`src/rtl/mdpr_pkg.sv`:
```
// Shared types and constants for the min distance point recorder.
`timescale 1ns / 1ps
`default_nettype none
package mdpr_pkg;

    localparam int MAX_POINTS_DEF = 256;
    localparam int JOINT_W        = 16;
    localparam int MAG_W          = 16;
    localparam int SQ_W           = 2 * MAG_W;
    localparam int DIST_W         = 34;
    localparam int STORED_W       = 9;
    localparam int DRAIN_CYCLES   = 3;
    localparam int DRAIN_W        = $clog2(DRAIN_CYCLES);

    localparam logic [DIST_W-1:0] THRESH_RESET = DIST_W'(167772);

    typedef logic signed [JOINT_W-1:0] t_joint;
    typedef logic [DIST_W-1:0]         t_dist;

    typedef struct packed {
        t_joint joint_d;
        t_joint joint_c;
        t_joint joint_b;
        t_joint joint_a;
    } t_point;

    typedef struct packed {
        logic clear;
        logic en;
    } t_dist_ctl;

    typedef struct packed {
        logic  found;
        t_dist best;
    } t_dist_res;

endpackage
`default_nettype wire

```
`src/rtl/mdpr_dist.sv`:
```
// Squared distance pipeline and running minimum over the ring head.
`timescale 1ns / 1ps
`default_nettype none
module mdpr_dist (
    input  wire logic               i_clk,
    input  wire logic               i_rst_n,
    input  wire mdpr_pkg::t_dist_ctl i_ctl,
    input  wire mdpr_pkg::t_point    i_sample,
    input  wire mdpr_pkg::t_point    i_point,
    output mdpr_pkg::t_dist_res      o_res
);
    import mdpr_pkg::*;

    logic                   r_v1;
    logic                   r_v2;
    logic                   r_v3;
    logic [3:0][MAG_W-1:0]  r_mag;
    logic [3:0][SQ_W-1:0]   r_sq;
    t_dist                  r_sum;
    logic                   r_found;
    t_dist                  r_best;

    t_joint [3:0]           w_s;
    t_joint [3:0]           w_p;
    logic [3:0][MAG_W-1:0]  n_mag;
    logic signed [JOINT_W:0] w_diff [4];
    logic [JOINT_W:0]       w_abs [4];
    t_dist                  n_sum;

    assign w_s = {i_sample.joint_d, i_sample.joint_c, i_sample.joint_b, i_sample.joint_a};
    assign w_p = {i_point.joint_d, i_point.joint_c, i_point.joint_b, i_point.joint_a};

    always_comb begin
        for (int j = 0; j < 4; j++) begin
            w_diff[j] = {w_s[j][JOINT_W-1], w_s[j]} - {w_p[j][JOINT_W-1], w_p[j]};
            w_abs[j]  = w_diff[j][JOINT_W] ? (~w_diff[j] + 1'b1) : w_diff[j];
            n_mag[j]  = w_abs[j][MAG_W-1:0];
        end
    end

    assign n_sum = (DIST_W'(r_sq[0]) + DIST_W'(r_sq[1]))
                 + (DIST_W'(r_sq[2]) + DIST_W'(r_sq[3]));

    always_ff @(posedge i_clk) begin
        if (!i_rst_n) begin
            r_v1    <= 1'b0;
            r_v2    <= 1'b0;
            r_v3    <= 1'b0;
            r_found <= 1'b0;
        end else begin
            r_v1 <= i_ctl.en;
            r_v2 <= r_v1;
            r_v3 <= r_v2;
            if (i_ctl.clear) begin
                r_found <= 1'b0;
            end else if (r_v3) begin
                r_found <= 1'b1;
            end
        end
    end

    always_ff @(posedge i_clk) begin
        r_mag <= n_mag;
        for (int j = 0; j < 4; j++) begin
            r_sq[j] <= r_mag[j] * r_mag[j];
        end
        r_sum <= n_sum;
        if (r_v3 && !i_ctl.clear && (!r_found || r_sum < r_best)) begin
            r_best <= r_sum;
        end
    end

    assign o_res.found = r_found;
    assign o_res.best  = r_best;
endmodule
`default_nettype wire

```
`config.mk`:
```
export PLATFORM = sky130hd
export DESIGN_NAME = mdpr_dist
export DESIGN_NICKNAME = d
export VERILOG_FILES = /design/src/rtl/mdpr_pkg.sv /design/src/rtl/mdpr_dist.sv
export SDC_FILE = /design/constraint.sdc
export NUM_CORES = 2
export LEC_CHECK = 0
export ABC_AREA = 1
export BUFFER_PORTS_ARGS = -buffer_cell sky130_fd_sc_hd__clkbuf_2
export CORE_MARGIN = 1.5
export CORE_UTILIZATION = 40
export DETAILED_ROUTE_END_ITERATION = 8
export GPL_TIMING_DRIVEN = 0
export PLACE_DENSITY = 0.66
export SYNTH_ARGS = -nofsm -noshare
export SYNTH_HDL_FRONTEND = slang
export SYNTH_SLANG_ARGS = --single-unit
```
`constraint.sdc`:
```
create_clock -name i_clk -period 7.6 [get_ports i_clk]
set_input_delay 0.38 -clock i_clk [delete_from_list [all_inputs] [get_ports i_clk]]
set_output_delay 0.38 -clock i_clk [all_outputs]
set_load 0.03 [all_outputs]
```
==> Word-level counts from Yosys, hierarchy flattened <==
Cells that the tools add are included.
{ "op_classes": {"order_cmp": 1, "bitwise_logic": 5, "muxes": 4, "n_addsub": 11, "n_reduce_logical": 6, "n_mul": 4} }
{ "ops": {"columns": ["operator", "n"], "rows": [
  ["multiplier 16 x 16 -> 32 bit", 4],
  ["subtractor 16 x 16 -> 17 bit", 4],
  ["adder 32 x 32 -> 33 bit", 2],
  ["adder 16 x 1 -> 16 bit (second input constant)", 4],
  ["2-to-1 mux 16 bit", 4],
  ["inverter 16 bit", 4],
  ["adder 33 x 33 -> 34 bit", 1],
  ["< comparator 34 bit", 1],
  ["logical AND 1 bit", 2],
  ["zero test 1 bit", 2],
  ["OR reduction 2 bit", 1],
  ["logical OR 1 bit", 1],
  ["inverter 1 bit", 1]
]} }
{ "totals": {"register_bits": 264, "in_bits": 132, "wordCells": 45} }

==> Longest topological paths before layout <==
{ "depth": {"depth_word": 4, "ltp_mapped": 29} }

==> Least setup slack after synthesis <==
No wires, ideal clock.
{ "synth_timing": {"kind": "reg2reg", "start": "register r_mag[34] (netlist name)", "end": "register r_sq[91] (netlist name)", "stages_incl_launch_ff": 23, "n_path_buf": 2, "setup_slack_ns": 2.149, "arrival_time_ns": 5.379, "period_less_slack_ns": 5.451, "setup_ns": 0.072, "cell_sequence": "dfxtp_1 -> clkbuf_1 -> clkbuf_1 -> nand2_1 -> fa_1 -> inv_1 -> fa_1 -> inv_1 -> fa_1 -> inv_1 -> fa_1 -> fa_1 -> inv_1 -> fa_1 -> inv_1 -> ha_1 -> nand2_2 -> nor2_1 -> nand4_1 -> o211ai_1 -> a21boi_1 -> o21ai_0 -> xor2_1"} }
{ "synth_via": {"elab_chain_len": 1} }
{ "synth_lines": {"columns": ["item", "line_no", "source"], "rows": [
  ["start, declared", "mdpr_dist.sv:17", "logic [3:0][MAG_W-1:0] r_mag;"],
  ["start signal, assigned", "mdpr_dist.sv:63", "r_mag <= n_mag;"],
  ["multiplier 16 x 16 -> 32 bit", "mdpr_dist.sv:65", "r_sq[j] <= r_mag[j] * r_mag[j];"],
  ["end signal, assigned by index", "mdpr_dist.sv:65", null],
  ["end, declared", "mdpr_dist.sv:18", "logic [3:0][SQ_W-1:0] r_sq;"]
]} }
Every way passes these cells.
A chain may end at the register's enable or synchronous reset.

==> Worst setup path after layout <==
{ "layout_timing": {"start": "register r_mag[37] (netlist name)", "end": "register r_sq[95] (netlist name)"} }
The elaborated chain is that of the path after synthesis.

==> results.ini <==
[synthesis]
synth-edff-count=34
synthesized_area_divided_by_synthesized_cell_count_sq_um=7.96
ys_seq_area_frac=0.125
postSynthRegisterBits=260
yosysTopAreaCell=fa_1
synthAdderAreaFrac=0.473
synth.distinct_cells=49
synth_top_cell_area_share=0.323
post_synth_main_area_contributors=fa_1 (32%), ha_1 (15%), inv_1 (13%)
syn-instance-count=5570
synth_xor_xnor_area_share=0.0457
synth_top_family_by_area=adder cells
share_of_synthesized_flip_flops_with_an_asynchronous_set_or_reset=0
syn_area_sq_mm=0.0444
synthSimpleGateAreaFrac=0.159
yosys-mux-area-fraction=0
yosys_most_used_dff=dfxtp_1
synth-compound-area-share=0.0555
yosysWarningCount=0

[min_path]
worst_hold_path.num_cells=3
worstHoldPathType=primary input to flip-flop

[layout]
areaGrowthSynthToFinish_pct=8.53
multiInputGateArea_sq_mm=0.0325
drive_gt1_frac=0.0498
antenna_fix_cells=0
mostFrequentLayoutCells=inv_1 (1535), nand2_1 (1192), fa_1 (715)
area.sequential_sq_mm=0.00555
fill_cells=10900
final_common_cell=inv_1
nNetsFinal=7154

[setup_path]
endpoint_kind=flip-flop
timing.setup.critical_path_class=flip-flop to flip-flop
cp.arrival_ns=7.09
critPathMaxFanout=10
r2r.worst_path.cells=22
timing.critical_path.from_type=flip-flop
critical_path_required_ns=8.06

[timing]
slew_viol_final=0
setup_total_negative_slack_ns=0
grt_setup_unrepaired=no
worst-slew-pin-transition_ns=0.757
setup_viol_count_final=0
post-route-min-period_ns=6.63
timing.max_slew.rel_slack=0.496
hold_violation_count_in_the_final_report=0
timing.clock.skew_ns=0.0376
final.period_utilization=0.872
maxClockFrequency_mhz=151
timing.hold.ws_ns=0.119

[place]
gp_routability_congestion=0.924
numPortBuffers=166
place.detailed.hpwl_um=91100

[floorplan]
num_io_pins=167
die_y_um=336
dieWidth_um=336
rows=121
initial_util=0.405
design.die.area_sq_mm=0.113
core_sq_mm=0.109

[global_routing]
grt_util_all_layers=0.193
pin_count_of_the_biggest_net_entering_global_routing=23
grt_pass1_vias=35700
antenna_violations_before_repair=3
global_route_wire_length_before_repair_um=176000
grt_remaining_overflow=0

[clock_tree]
htree_levels=1
cts.sink_count=260
worst_skew_pair.late_latency_ns=0.61
cts.clk_slew.worst_paths_ns=0.06
number_of_buffers_added_by_the_clock_tree_synthesis_step=31
cts-root-buf=clkbuf_16
post-cts-setup-buffer-count=0
number_of_buffers_between_clock_root_and_the_deepest_sink=3
tritoncts=built

[drt]
detail_route.vias_per_cell=4.73
drt-wirelength-per-cell_um=14.5
firstDrtPassIters=7
drt_iter0_markers=1899
final_antenna_net_count=0
wirelength_um=105000
overall_via_count_from_detail_route=34400
detail_route.drc_violations=0

[run_status]
status=finished, final reports clean

[run]
cap_violations=0

## through the flow
| stage | utilization | cells | area, sq um | setup slack [ns] |
|---|---|---|---|---|
| floorplan | - | 5571 | 44400 | 2.15 |
| global placement | 0.430 | 7213 | 47000 | 1.06 |
| detailed placement | 0.430 | 7214 | 47100 | 1.09 |
| CTS | 0.440 | 7275 | 48100 | 1.03 |
| global route | 0.440 | 7275 | 48100 | 0.593 |
| finish | 0.440 | 7275 | 48100 | 0.970 |
## final timing paths
check | startpoint | endpoint | slack, ns
max | r_mag[37]$_DFF_P_ | r_sq[95]$_DFF_P_ | 0.97
max reg2reg | r_mag[37]$_DFF_P_ | r_sq[95]$_DFF_P_ | 0.97
min reg2reg | r_v1$_SDFF_PN0_ | r_v2$_SDFF_PN0_ | 0.42
min | i_point[16] | r_mag[16]$_DFF_P_ | 0.12
## kinds of logic (layout without fill, tap and decap cells)
logic type	after synthesis	in the layout
xor gates and xnor gates	227	227
AOI/OAI and AO/OA	432	432
and+or+nand+nor	1734	1734
DFF	260	260
other	2	3
buffers and inverters	1669	1897
adders and majority gates	1246	1246
## flip-flops by register name, summed over array words and instances, names as in the netlist
name and flops:
r_sum 34, r_v3 1, r_v2 1, r_found 1
r_best 34, r_v1 1, r_sq 124, r_mag 64
## cells in the mapped netlist, types with 74 or more instances
cell      instances
inv_1          1535
clkbuf_1        120
nand3_1         134
xor2_1          148
o21ai_0          93
nand2_1        1192
xnor2_1          74
a21oi_1         208
ha_1            531
nor2_1          266
fa_1            715
dfxtp_1         226
## metal layers
metal | part of all wire | up-vias | wire length [um] | global-route usage
met5 | 0.00029 | - | 31 | 0
met4 | 0.026 | 6 | 2770 | 0.0474
met3 | 0.057 | 154 | 6000 | 0.0254
met2 | 0.46 | 910 | 48500 | 0.323
met1 | 0.46 | 16400 | 48000 | 0.263
li1 | - | 16900 | - | -
## worst max-delay path, cell delays in order, from the launching register on
cell	delay, ns
dfxtp_1	0.33
clkbuf_1	0.49
clkbuf_1	0.61
nand2_1	0.18
fa_1	0.56
fa_1	0.51
inv_1	0.05
fa_1	0.48
fa_1	0.51
fa_1	0.49
inv_1	0.05
fa_1	0.48
inv_1	0.07
ha_1	0.38
nand2_1	0.10
nor2_1	0.15
nand4_1	0.09
o211ai_1	0.36
nand3_1	0.12
nand2_1	0.14
nand2_1	0.07
nand3_1	0.08
xnor2_1	0.20
## repair_timing
| action | in CTS | in global routing |
|---|---|---|
| hold buffers | 5 | 0 |
| hold endpoints to repair | 4 | 0 |
| gates resized for setup | 0 | 0 |
## cell type report
class	count	area share
buffer	127	0.0104
clock buffer	42	0.0181
clock inverter	14	0.00299
inverter	1542	0.120
multi-input combinational	3642	0.676
sequential	260	0.115
tap	1476	0.0384
timing repair buffer	172	0.0189
Power is not shown: default switching activity piles up to over one toggle a cycle in this logic, so the estimate is an artifact.
