$ cat config.mk
export PLATFORM = sky130hd
export DESIGN_NAME = mdpr_cell
export DESIGN_NICKNAME = d
export VERILOG_FILES = /design/src/rtl/mdpr_pkg.sv /design/src/rtl/mdpr_cell.sv
export SDC_FILE = /design/constraint.sdc
export NUM_CORES = 1
export LEC_CHECK = 0
export BUFFER_PORTS_ARGS = -buffer_cell sky130_fd_sc_hd__buf_4
export CORE_MARGIN = 3
export CORE_UTILIZATION = 35
export DETAILED_ROUTE_END_ITERATION = 8
export PLACE_DENSITY = 0.69
export SLEW_MARGIN = 10
export SYNTH_ARGS = -nofsm -noshare
export SYNTH_HDL_FRONTEND = slang
export SYNTH_SLANG_ARGS = --single-unit
$ cat constraint.sdc
create_clock -name i_clk -period 0.8 [get_ports i_clk]
set_input_delay 0.08 -clock i_clk [delete_from_list [all_inputs] [get_ports i_clk]]
set_output_delay 0.08 -clock i_clk [all_outputs]
set_load 0.01 [all_outputs]
$ cat src/rtl/mdpr_pkg.sv
// Shared types and constants for the min distance point recorder.
`timescale 1ns / 1ps
`default_nettype none
package mdpr_pkg;

    localparam int MAX_POINTS_DEF = 256;
    localparam int JOINT_W        = 16;
    localparam int MAG_W          = 16;
    localparam int SQ_W           = 2 * MAG_W;
    localparam int DIST_W         = 34;
    localparam int STORED_W       = 9;
    localparam int DRAIN_CYCLES   = 3;
    localparam int DRAIN_W        = $clog2(DRAIN_CYCLES);

    localparam logic [DIST_W-1:0] THRESH_RESET = DIST_W'(167772);

    typedef logic signed [JOINT_W-1:0] t_joint;
    typedef logic [DIST_W-1:0]         t_dist;

    typedef struct packed {
        t_joint joint_d;
        t_joint joint_c;
        t_joint joint_b;
        t_joint joint_a;
    } t_point;

    typedef struct packed {
        logic clear;
        logic en;
    } t_dist_ctl;

    typedef struct packed {
        logic  found;
        t_dist best;
    } t_dist_res;

endpackage
`default_nettype wire

$ cat src/rtl/mdpr_cell.sv
// One ring cell holding a stored point and its valid flag.
`timescale 1ns / 1ps
`default_nettype none
module mdpr_cell (
    input  wire logic            i_clk,
    input  wire logic            i_rst_n,
    input  wire logic            i_shift,
    input  wire mdpr_pkg::t_point i_point,
    input  wire logic            i_valid,
    output mdpr_pkg::t_point     o_point,
    output logic                 o_valid
);
    import mdpr_pkg::*;

    t_point r_point;
    logic   r_valid;

    always_ff @(posedge i_clk) begin
        if (!i_rst_n) begin
            r_valid <= 1'b0;
        end else if (i_shift) begin
            r_valid <= i_valid;
        end
    end

    always_ff @(posedge i_clk) begin
        if (i_shift) begin
            r_point <= i_point;
        end
    end

    assign o_point = r_point;
    assign o_valid = r_valid;
endmodule
`default_nettype wire

Word level (Yosys, flattened, before mapping)
Index checks and enable logic that the tools add are counted.

storage, ports and cells
  memory bits (read-only) = 0
  logic and storage cells = 5
  output and inout bits = 65
  RAM bits = 0
  bits in latches = 0
  register bits = 65
  memories kept = 0

operators by class
  shift operators = 0
  mux-type cells = 0
  eq/ne operators = 0
  reductions and logical operators = 0
  bitwise logic cells = 0
  divide/modulo/power cells = 0
  $lt $le $gt $ge = 0
  add/sub/neg operators = 0
  multipliers = 0

Longest topological paths before layout
Gate-level depths: netlist (run 1).

  depth in word-level cells = 0
  depth in mapped cells = 2
  depth with buffers taken out = 2

Worst setup path before layout (run 1)
Ideal clock, no wire load.

  path kind = flip-flop to flip-flop
  from = register, netlist name o_valid
  to = register r_valid (netlist: o_valid)
  setup time = 0.116 ns
  arrival = 0.483 ns
  path buffers = 0
  cell stages (with the launch flop) = 3
  path slack = 0.201 ns
  clock period less this slack = 0.599 ns
  cells stage by stage = dfxtp_1 > mux2i_1 > nor2b_1

RTL lines
  element               RTL line         RTL
  to (signal assigned)  mdpr_cell.sv:22  r_valid <= i_valid;
  to (decl)             mdpr_cell.sv:16  logic r_valid;

Worst setup path after layout (run 1)
  from = register r_point (netlist bit o_point[39])
  to = output o_point[39] (netlist bit)

RTL lines
  element                 RTL line         RTL
  from (decl)             mdpr_cell.sv:15  t_point r_point;
  from (signal assigned)  mdpr_cell.sv:28  r_point <= i_point;
  to (decl)               mdpr_cell.sv:10  output mdpr_pkg::t_point o_point,

No word-level cell between the ends.

==> out/qor.yml, run 1 <==
tns_ns: -8.77
post_drt_wl_per_cell_um: 20.7
ys_types: 4
cts_buffer_depth: 2
r2r_setup_slack_ns: 0.16
die_y_um: 80.8
rsz0062_at_grt: "true"
drc_errors: 0
finalSetupViolations: 65
wl_um: 7310
num_rows: 26
grt_pass1_wl_um: 9320
die_area_mm2: 0.00653
total_power_mw: 8.20
power.leakage_nw: 1.75
netlist_area_mm2: 0.00196
avgSynthCellArea_um2: 29.2
cts.sinks: 65
slew_headroom: 0.849
fp.coreArea_mm2: 0.00527
ant_nets: 0
fmax_ghz: 0.987
hold_end: "o_point[57]"
finalWeightedCongestion: 0.699
dr.pass1.iters: 4
yosys_register_bits: 65
fin_crit_sh: 1.27
yosysWarnings: 0
die_w_um: 80.8
grt_max_degree: 41
worstSetupPathType: "reg -> out"
grt_util_met2: 0.384
syn-num-nets: 135
slew_violations: 0
post_cts_buffers: 0
yosysSeqAreaShare: 0.992
worst_skew_pair.late_latency_ns: 0.32
final_util: 0.790
clkSlewWorstSetupHoldPaths_ns: 0.08
finalNetCount: 346
antenna_found_initial: 1
violations: "negative setup slack"
end_kind: "output pin"
hp-start: "i_shift"
crit_fanout: 1
worst_pin_slew_ns: 0.226
numPortBuffers: 132
clock_tree.root_cell: "clkbuf_8"
power_density_mw_per_mm2: 1970
worstPathArrival_ns: 0.93
tritoncts: "done"
dr.first_iter.drc_count: 135
cp-start-kind: "flop"
r2r-start: "o_valid"
htreeDepth: 3
fin_skew_ns: 0
hold_viol: 0
grt_use_total: 0.205
status: "finished, violations left"
irDropWorstVdd_mv: 1.50
min_period_ns: 1.01
hold_ws_ns: 0.201
vias: 1579
synthCells: 67
cp_cell_sequence: "buf_6"
fin_cells: 354
place_inst: 271
overflow: 0
via_per_inst: 4.46
cp_num_buf_inv: 1
min_path_type: "in -> reg"
worst_r2r_path_depth: 2
grt_pass1_vias: 1624
cp.depth: 1
setup_ws_ns: -0.213
area_growth_pct: 113
drive_gt1_frac: 0.530
top_usage_layer: "met2"
ioPinCount: 133
required_ns: 0.72
hpwl_um: 3510
met3_usage: 0.0732
cp_top_family: "flip-flops"
reg2reg_to: "o_valid"
slowest_delay_ns: 0.45
crit_slowest_cell: "edfxtp_1"
initial_core_util: 0.372
timing.max_cap.violations: 0
met1_usage: 0.219
numCtsBuffers: 9
worstHoldPathCells: 2
## where the power goes
part	switching [mW]	total (mW)	internal, mW
Sequential	0.141	4.19	4.05
Combinational	0.462	1.35	0.883
Clock	1.25	2.67	1.42
## cells in the final DEF (no fill, tap or decap)
cell type	n
clkbuf_1	1
nor2b_1	1
clkinv_2	4
diode_2	1
buf_4	69
clkbuf_8	9
mux2i_1	1
dfxtp_2	1
buf_6	63
bufinv_16	1
buf_12	2
clkinv_4	1
edfxtp_1	64
dlygate4sd3_1	66
## state kept, by name, summed over array words and instances, names as in the netlist
signal	count
o_valid	1
o_point	64
## timing repair
item / 4_1_cts / 5_1_grt
hold buffers: 66 / 0
cloned: 0 / 0
gates resized for setup: 31 / 33
pin swaps: 0 / 0
hold endpoints to repair: 65 / 0
setup endpoints to repair: 65 / 65
## synth_stat cells
library cell   n  share of area
dfxtp_1        1          0.010
nor2b_1        1         0.0032
edfxtp_1      64           0.98
mux2i_1        1         0.0051
## stage by stage
stage	worst slack (ns)	area [um2]
detailed placement	0.0345	3080
global placement	0.0422	3080
floorplan	0.201	1960
CTS	-0.181	4040
global route	-0.227	4160
finish	-0.213	4160
## worst max-delay path by stage
stage	start	end	slack, ns
finish	o_point[39]	o_point[39]	-0.21
floorplan	o_valid	o_valid	0.20
global route	o_point[39]	o_point[39]	-0.23
detailed placement	i_shift	o_valid	0.03
global placement	i_shift	o_valid	0.04
CTS	o_point[42]	o_point[42]	-0.18
## layer usage
| metal | share of wire | routed length [um] |
|---|---|---|
| met1 | 0.35 | 2550 |
| met2 | 0.56 | 4060 |
| met3 | 0.081 | 589 |
| met4 | 0.015 | 109 |
| met5 | 0 | 0 |
## cells by family after synthesis
family,count (synthesis),share of synthesized area
AND/OR/NAND/NOR,1,0.00320
multiplexers,1,0.00511
flip-flops,65,0.992
## layout make-up
cell class	instances	area [um2]
clock buffer	10	128
timing repair buffer	200	1930
multi-input combinational	2	16.3
sequential	65	1940
tap	70	87.6
antenna	1	2.50
fill	264	1110
clock inverter	6	58.8
No activity file was read; power rests on OpenSTA's default activity.
==> inputs of run 2 (changes only) <==
--- a/config.mk
+++ b/config.mk
@@ -6,6 +6,7 @@
 export NUM_CORES = 1
 export LEC_CHECK = 0
 export BUFFER_PORTS_ARGS = -buffer_cell sky130_fd_sc_hd__buf_4
+export CORE_ASPECT_RATIO = 0.9
 export CORE_MARGIN = 3
 export CORE_UTILIZATION = 35
 export DETAILED_ROUTE_END_ITERATION = 8
==> out/qor.yml, run 2 (same netlist as run 1, synthesis figures left out) <==
violations: "negative setup slack"  # unchanged
via_per_inst: 4.46  # about the same
ant_nets: 0  # unchanged
cts_buffer_depth: 2  # unchanged
worst_skew_pair.late_latency_ns: 0.33  # was 0.32 ns
vias: 1571  # was 1579
post_drt_wl_per_cell_um: 20.5  # was 20.7 um
initial_core_util: 0.368  # was 0.372
area_growth_pct: 112  # was 113%
r2r_setup_slack_ns: 0.16  # about the same
crit_fanout: 1  # unchanged
hold_viol: 0  # unchanged
cp_top_family: "flip-flops"  # unchanged
p_sw_mw: 1.88  # was 1.85 mW
min_period_ns: 1.03  # was 1.01 ns
place_inst: 270  # was 271
hold_ws_ns: 0.0474  # was 0.201 ns
worstSetupPathType: "reg -> out"  # unchanged
seq_area_mm2: 0.00194  # unchanged
p_clk_frac: 0.325  # was 0.326
num_rows: 25  # was 26
largest_register_ffs: 64  # unchanged
numPortBuffers: 132  # unchanged
die_w_um: 84.8  # was 80.8 um
cp-start-kind: "flop"  # unchanged
htreeDepth: 3  # unchanged
place_ws_ns: 0.0639  # was 0.0345 ns
final_cell_mix: "71 x buf_4, 65 x dlygate4sd3_1, 64 x edfxtp_1"  # was 69 x buf_4, 66 x dlygate4sd3_1, 64 x edfxtp_1
fmax_ghz: 0.975  # was 0.987 GHz
worstPathArrival_ns: 0.95  # was 0.93 ns
crit_slowest_cell: "edfxtp_1"  # unchanged
r2r-start: "o_valid"  # unchanged
drc_errors: 0  # unchanged
rsz0062_at_grt: "true"  # unchanged
tritoncts: "done"  # unchanged
crit_path_start: "o_point[11]"  # was o_point[39]
power_density_mw_per_mm2: 1970  # about the same
antenna_found_initial: 1  # unchanged
grt_max_degree: 29  # was 41
final_util: 0.781  # was 0.790
grt_use_total: 0.222  # was 0.205
reg2reg_to: "o_valid"  # unchanged
finalWeightedCongestion: 0.686  # was 0.699
fin_crit_sh: 1.28  # was 1.27
setup_ws_ns: -0.226  # was -0.213 ns
drive_gt1_frac: 0.518  # was 0.530
worst_r2r_path_depth: 2  # unchanged
wl_um: 7220  # was 7310 um
die_y_um: 77.0  # was 80.8 um
clock_tree.root_cell: "clkbuf_8"  # unchanged
die_area_mm2: 0.00653  # about the same
slew_violations: 0  # unchanged
fin_skew_ns: 0  # unchanged
power_switching_share: 0.229  # was 0.225
clkSlewWorstSetupHoldPaths_ns: 0.07  # was 0.08 ns
required_ns: 0.72  # about the same
worst_pin_slew_ns: 0.135  # was 0.226 ns
end_kind: "output pin"  # unchanged
min_path_type: "in -> reg"  # unchanged
crit_path_end: "o_point[11]"  # was o_point[39]
irDropWorstVdd_mv: 1.26  # was 1.50 mV
dr.pass1.iters: 4  # unchanged
power.leakage_nw: 1.74  # was 1.75 nW
grt_pass1_vias: 1835  # was 1624
cp_num_buf_inv: 1  # unchanged
fillCellCount: 278  # was 264
intPower_mw: 6.32  # was 6.35 mW
layout_commonest_cell: "buf_4"  # unchanged
cts.sinks: 65  # unchanged
finalNetCount: 347  # was 346
multi_input_area_um2: 16.3  # unchanged
slowest_delay_ns: 0.45  # about the same
ioPinCount: 133  # unchanged
finalSetupViolations: 65  # unchanged
post_cts_buffers: 0  # unchanged
tns_ns: -9.37  # was -8.77 ns
overflow: 0  # unchanged
fp.coreArea_mm2: 0.00532  # was 0.00527 mm2
numCtsBuffers: 9  # unchanged
cp_cell_sequence: "buf_6"  # unchanged
timing.max_cap.violations: 0  # unchanged
status: "finished, violations left"  # unchanged
seqPwrFrac: 0.511  # was 0.510
grt_pass1_wl_um: 10200  # was 9320 um
fin_cells: 352  # was 354
slew_headroom: 0.907  # was 0.849
dr.first_iter.drc_count: 83  # was 135
cp.depth: 1  # unchanged
p_comb_frac: 0.164  # about the same
==> run 2: cell count changes in the layout (fill, tap and decap cells not counted), sizes merged <==
| cell | before | now |
|---|---|---|
| buf | 134 | 136 |
| dlygate4sd3 | 66 | 65 |
==> run 2: final cells by class <==
type                            instances  share of cell area
Multi-Input combinational cell          2             0.00391
Clock buffer                           10              0.0307
Tap cell                               67              0.0202
Sequential cell                        65               0.468
Antenna cell                            1            0.000602
Clock inverter                          6              0.0117
Timing Repair Buffer                  201               0.465
==> run 2: worst min-delay path by stage <==
stage | startpoint | endpoint | slack [ns] | depth (start not counted)
after floorplan | i_point[0] | o_point[0] | 0.18 | 0
after global placement | i_point[50] | o_point[50] | 0.26 | 1
after detailed placement | i_point[44] | o_point[44] | 0.26 | 1
after CTS | i_valid | o_valid | 0.02 | 3
after global routing | i_valid | o_valid | 0.05 | 3
final | i_valid | o_valid | 0.05 | 3
==> run 2: metal layers <==
metal / vias to the layer above / routed length, um / GRT usage / share of wire
met4: 0 / 211 / 0.120 / 0.029
li1: 695 / - / - / -
met2: 101 / 3770 / 0.369 / 0.52
met5: - / 0 / 0 / 0
met1: 762 / 2480 / 0.238 / 0.34
met3: 13 / 754 / 0.0924 / 0.10
==> run 2: power by group through the flow <==
stage	registers, mW	clock network (mW)	logic (mW)
after global routing	4.21	2.90	1.41
after CTS	4.15	2.58	1.26
after global placement	4.18	0	0.895
final	4.19	2.67	1.34
after detailed placement	4.19	0	0.906
after floorplan	4.33	0	0.00496
==> run 2: per-stage QoR <==
step / cell area, um2 / power, mW
CTS: 4080 / 8.00
detailed placement: 3090 / 5.10
global route: 4160 / 8.53
floorplan: 1960 / 4.34
finish: 4160 / 8.20
global placement: 3090 / 5.07
==> run 2: timing repair <==
item,CTS,global route
endpoints found under the setup margin,65,65
endpoints found under the hold margin,65,0
cloned,0,0
resized for setup,44,20
hold buffers,65,0
==> inputs of run 3 (changes only) <==
--- a/config.mk
+++ b/config.mk
@@ -9,6 +9,7 @@
 export CORE_ASPECT_RATIO = 0.9
 export CORE_MARGIN = 3
 export CORE_UTILIZATION = 35
+export CTS_BUF_LIST = sky130_fd_sc_hd__clkbuf_2
 export DETAILED_ROUTE_END_ITERATION = 8
 export PLACE_DENSITY = 0.69
 export SLEW_MARGIN = 10
==> out/qor.yml, run 3 (same netlist as run 1, synthesis figures left out) <==
seqPwrFrac: 0.565  # was 0.511
reg2reg_to: "o_valid"  # unchanged
final_cell_mix: "73 x buf_4, 67 x dlygate4sd3_1, 64 x edfxtp_1"  # was 71 x buf_4, 65 x dlygate4sd3_1, 64 x edfxtp_1
layout_commonest_cell: "buf_4"  # unchanged
num_rows: 25  # unchanged
ant_nets: 0  # unchanged
post_drt_wl_per_cell_um: 21.1  # was 20.5 um
initial_core_util: 0.368  # unchanged
worst_r2r_path_depth: 2  # unchanged
post_cts_buffers: 0  # unchanged
fin_crit_sh: 1.49  # was 1.28
grt_max_degree: 29  # unchanged
r2r-start: "o_valid"  # unchanged
largest_register_ffs: 64  # unchanged
r2r_setup_slack_ns: 0.13  # was 0.16 ns
tns_ns: -21.59  # was -9.37 ns
area_growth_pct: 109  # was 112%
end_kind: "output pin"  # unchanged
worstPathArrival_ns: 1.12  # was 0.95 ns
min_path_type: "in -> reg"  # unchanged
cp-start-kind: "flop"  # unchanged
crit_path_end: "o_point[63]"  # was o_point[11]
drc_errors: 0  # unchanged
fin_skew_ns: 0  # unchanged
total_power_mw: 7.40  # was 8.20 mW
status: "finished, violations left"  # unchanged
slew_violations: 0  # unchanged
finalNetCount: 349  # was 347
place_ws_ns: 0.0639  # unchanged
p_comb_frac: 0.184  # was 0.164
cp_num_buf_inv: 1  # unchanged
crit_fanout: 1  # unchanged
min_period_ns: 1.20  # was 1.03 ns
violations: "negative setup slack"  # unchanged
clock_tree.root_cell: "clkbuf_2"  # was clkbuf_8
finalWeightedCongestion: 0.686  # unchanged
crit_slowest_cell: "edfxtp_1"  # unchanged
antenna_found_initial: 0  # was 1
power.leakage_nw: 1.72  # was 1.74 nW
rsz0062_at_grt: "true"  # unchanged
wl_um: 7440  # was 7220 um
worstSetupPathType: "reg -> out"  # unchanged
post_dp_cell_area_mm2: 0.00309  # unchanged
slew_headroom: 0.838  # was 0.907
cts_buffer_depth: 2  # unchanged
setup_ws_ns: -0.395  # was -0.226 ns
clkSlewWorstSetupHoldPaths_ns: 0.18  # was 0.07 ns
grt_pass1_wl_um: 10200  # about the same
diodes: 0  # was 1
hold_viol: 0  # unchanged
via_per_inst: 4.59  # was 4.46
power_density_mw_per_mm2: 1810  # was 1970 mW/mm2
dr.pass1.iters: 4  # unchanged
grt_use_total: 0.219  # was 0.222
final_area_mm2: 0.00409  # was 0.00416 mm2
cp_top_family: "flip-flops"  # unchanged
die_w_um: 84.8  # unchanged
final_util: 0.769  # was 0.781
die_area_mm2: 0.00653  # unchanged
fin_cells: 353  # was 352
grt_pass1_vias: 1857  # was 1835
place_inst: 270  # unchanged
vias: 1622  # was 1571
worst_pin_slew_ns: 0.243  # was 0.135 ns
power_switching_share: 0.241  # was 0.229
timing.max_cap.violations: 0  # unchanged
die_y_um: 77.0  # unchanged
cts.sinks: 65  # unchanged
cp.depth: 1  # unchanged
p_sw_mw: 1.79  # was 1.88 mW
slowest_delay_ns: 0.47  # was 0.45 ns
htreeDepth: 3  # unchanged
drive_gt1_frac: 0.517  # was 0.518
numCtsBuffers: 9  # unchanged
crit_path_start: "o_point[63]"  # was o_point[11]
hold_ws_ns: 0.283  # was 0.0474 ns
dr.first_iter.drc_count: 79  # was 83
finalSetupViolations: 66  # was 65
fp.coreArea_mm2: 0.00532  # unchanged
overflow: 0  # unchanged
irDropWorstVdd_mv: 1.28  # was 1.26 mV
intPower_mw: 5.62  # was 6.32 mW
worst_skew_pair.late_latency_ns: 0.49  # was 0.33 ns
tritoncts: "done"  # unchanged
p_clk_frac: 0.251  # was 0.325
required_ns: 0.72  # about the same
cp_cell_sequence: "buf_6"  # unchanged
numPortBuffers: 132  # unchanged
fmax_ghz: 0.837  # was 0.975 GHz
ioPinCount: 133  # unchanged
[run 3: changes by cell type in the layout (fill, tap and decap cells not counted), sizes merged]
cell / before / now
dlygate4sd3: 65 / 67
diode: 1 / 0
[run 3: cell type report]
cell class	instances	area (um2)
repair buffers	203	1950
fillers	282	1230
clock inverters	6	48.8
flip-flops and latches	65	1940
clock buffers	10	50.0
multi-input cells	2	16.3
well taps	67	83.8
[run 3: worst min-delay path by stage]
stage | start | slack (ns) | cells past startpoint | to
after floorplan | i_point[0] | 0.18 | 0 | o_point[0]
after global placement | i_point[50] | 0.26 | 1 | o_point[50]
after detailed placement | i_point[44] | 0.26 | 1 | o_point[44]
after CTS | i_point[26] | 0.28 | 2 | o_point[26]
after global routing | i_point[29] | 0.26 | 2 | o_point[29]
final | i_point[38] | 0.28 | 2 | o_point[38]
[run 3: layer usage]
metal | part of all wire | track usage | up-vias | routed length (um)
li1 | - | - | 700 | -
met2 | 0.52 | 0.376 | 122 | 3910
met1 | 0.34 | 0.228 | 781 | 2530
met4 | 0.031 | 0.109 | 0 | 230
met3 | 0.10 | 0.0902 | 19 | 773
met5 | 0 | 0 | - | 0
[run 3: what timing repair did]
action / in CTS / in global routing
hold buffers: 67 / 0
endpoints found under the setup margin: 65 / 65
resized for setup: 44 / 18
endpoints found under the hold margin: 79 / 0
[run 3: power groups by stage]
stage	clock network [mW]	logic (mW)	registers [mW]
6_report	1.86	1.36	4.18
4_1_cts	1.83	1.27	4.15
5_1_grt	2.06	1.42	4.21
2_1_floorplan	0	0.00496	4.33
3_5_place_dp	0	0.906	4.19
3_3_place_gp	0	0.895	4.18
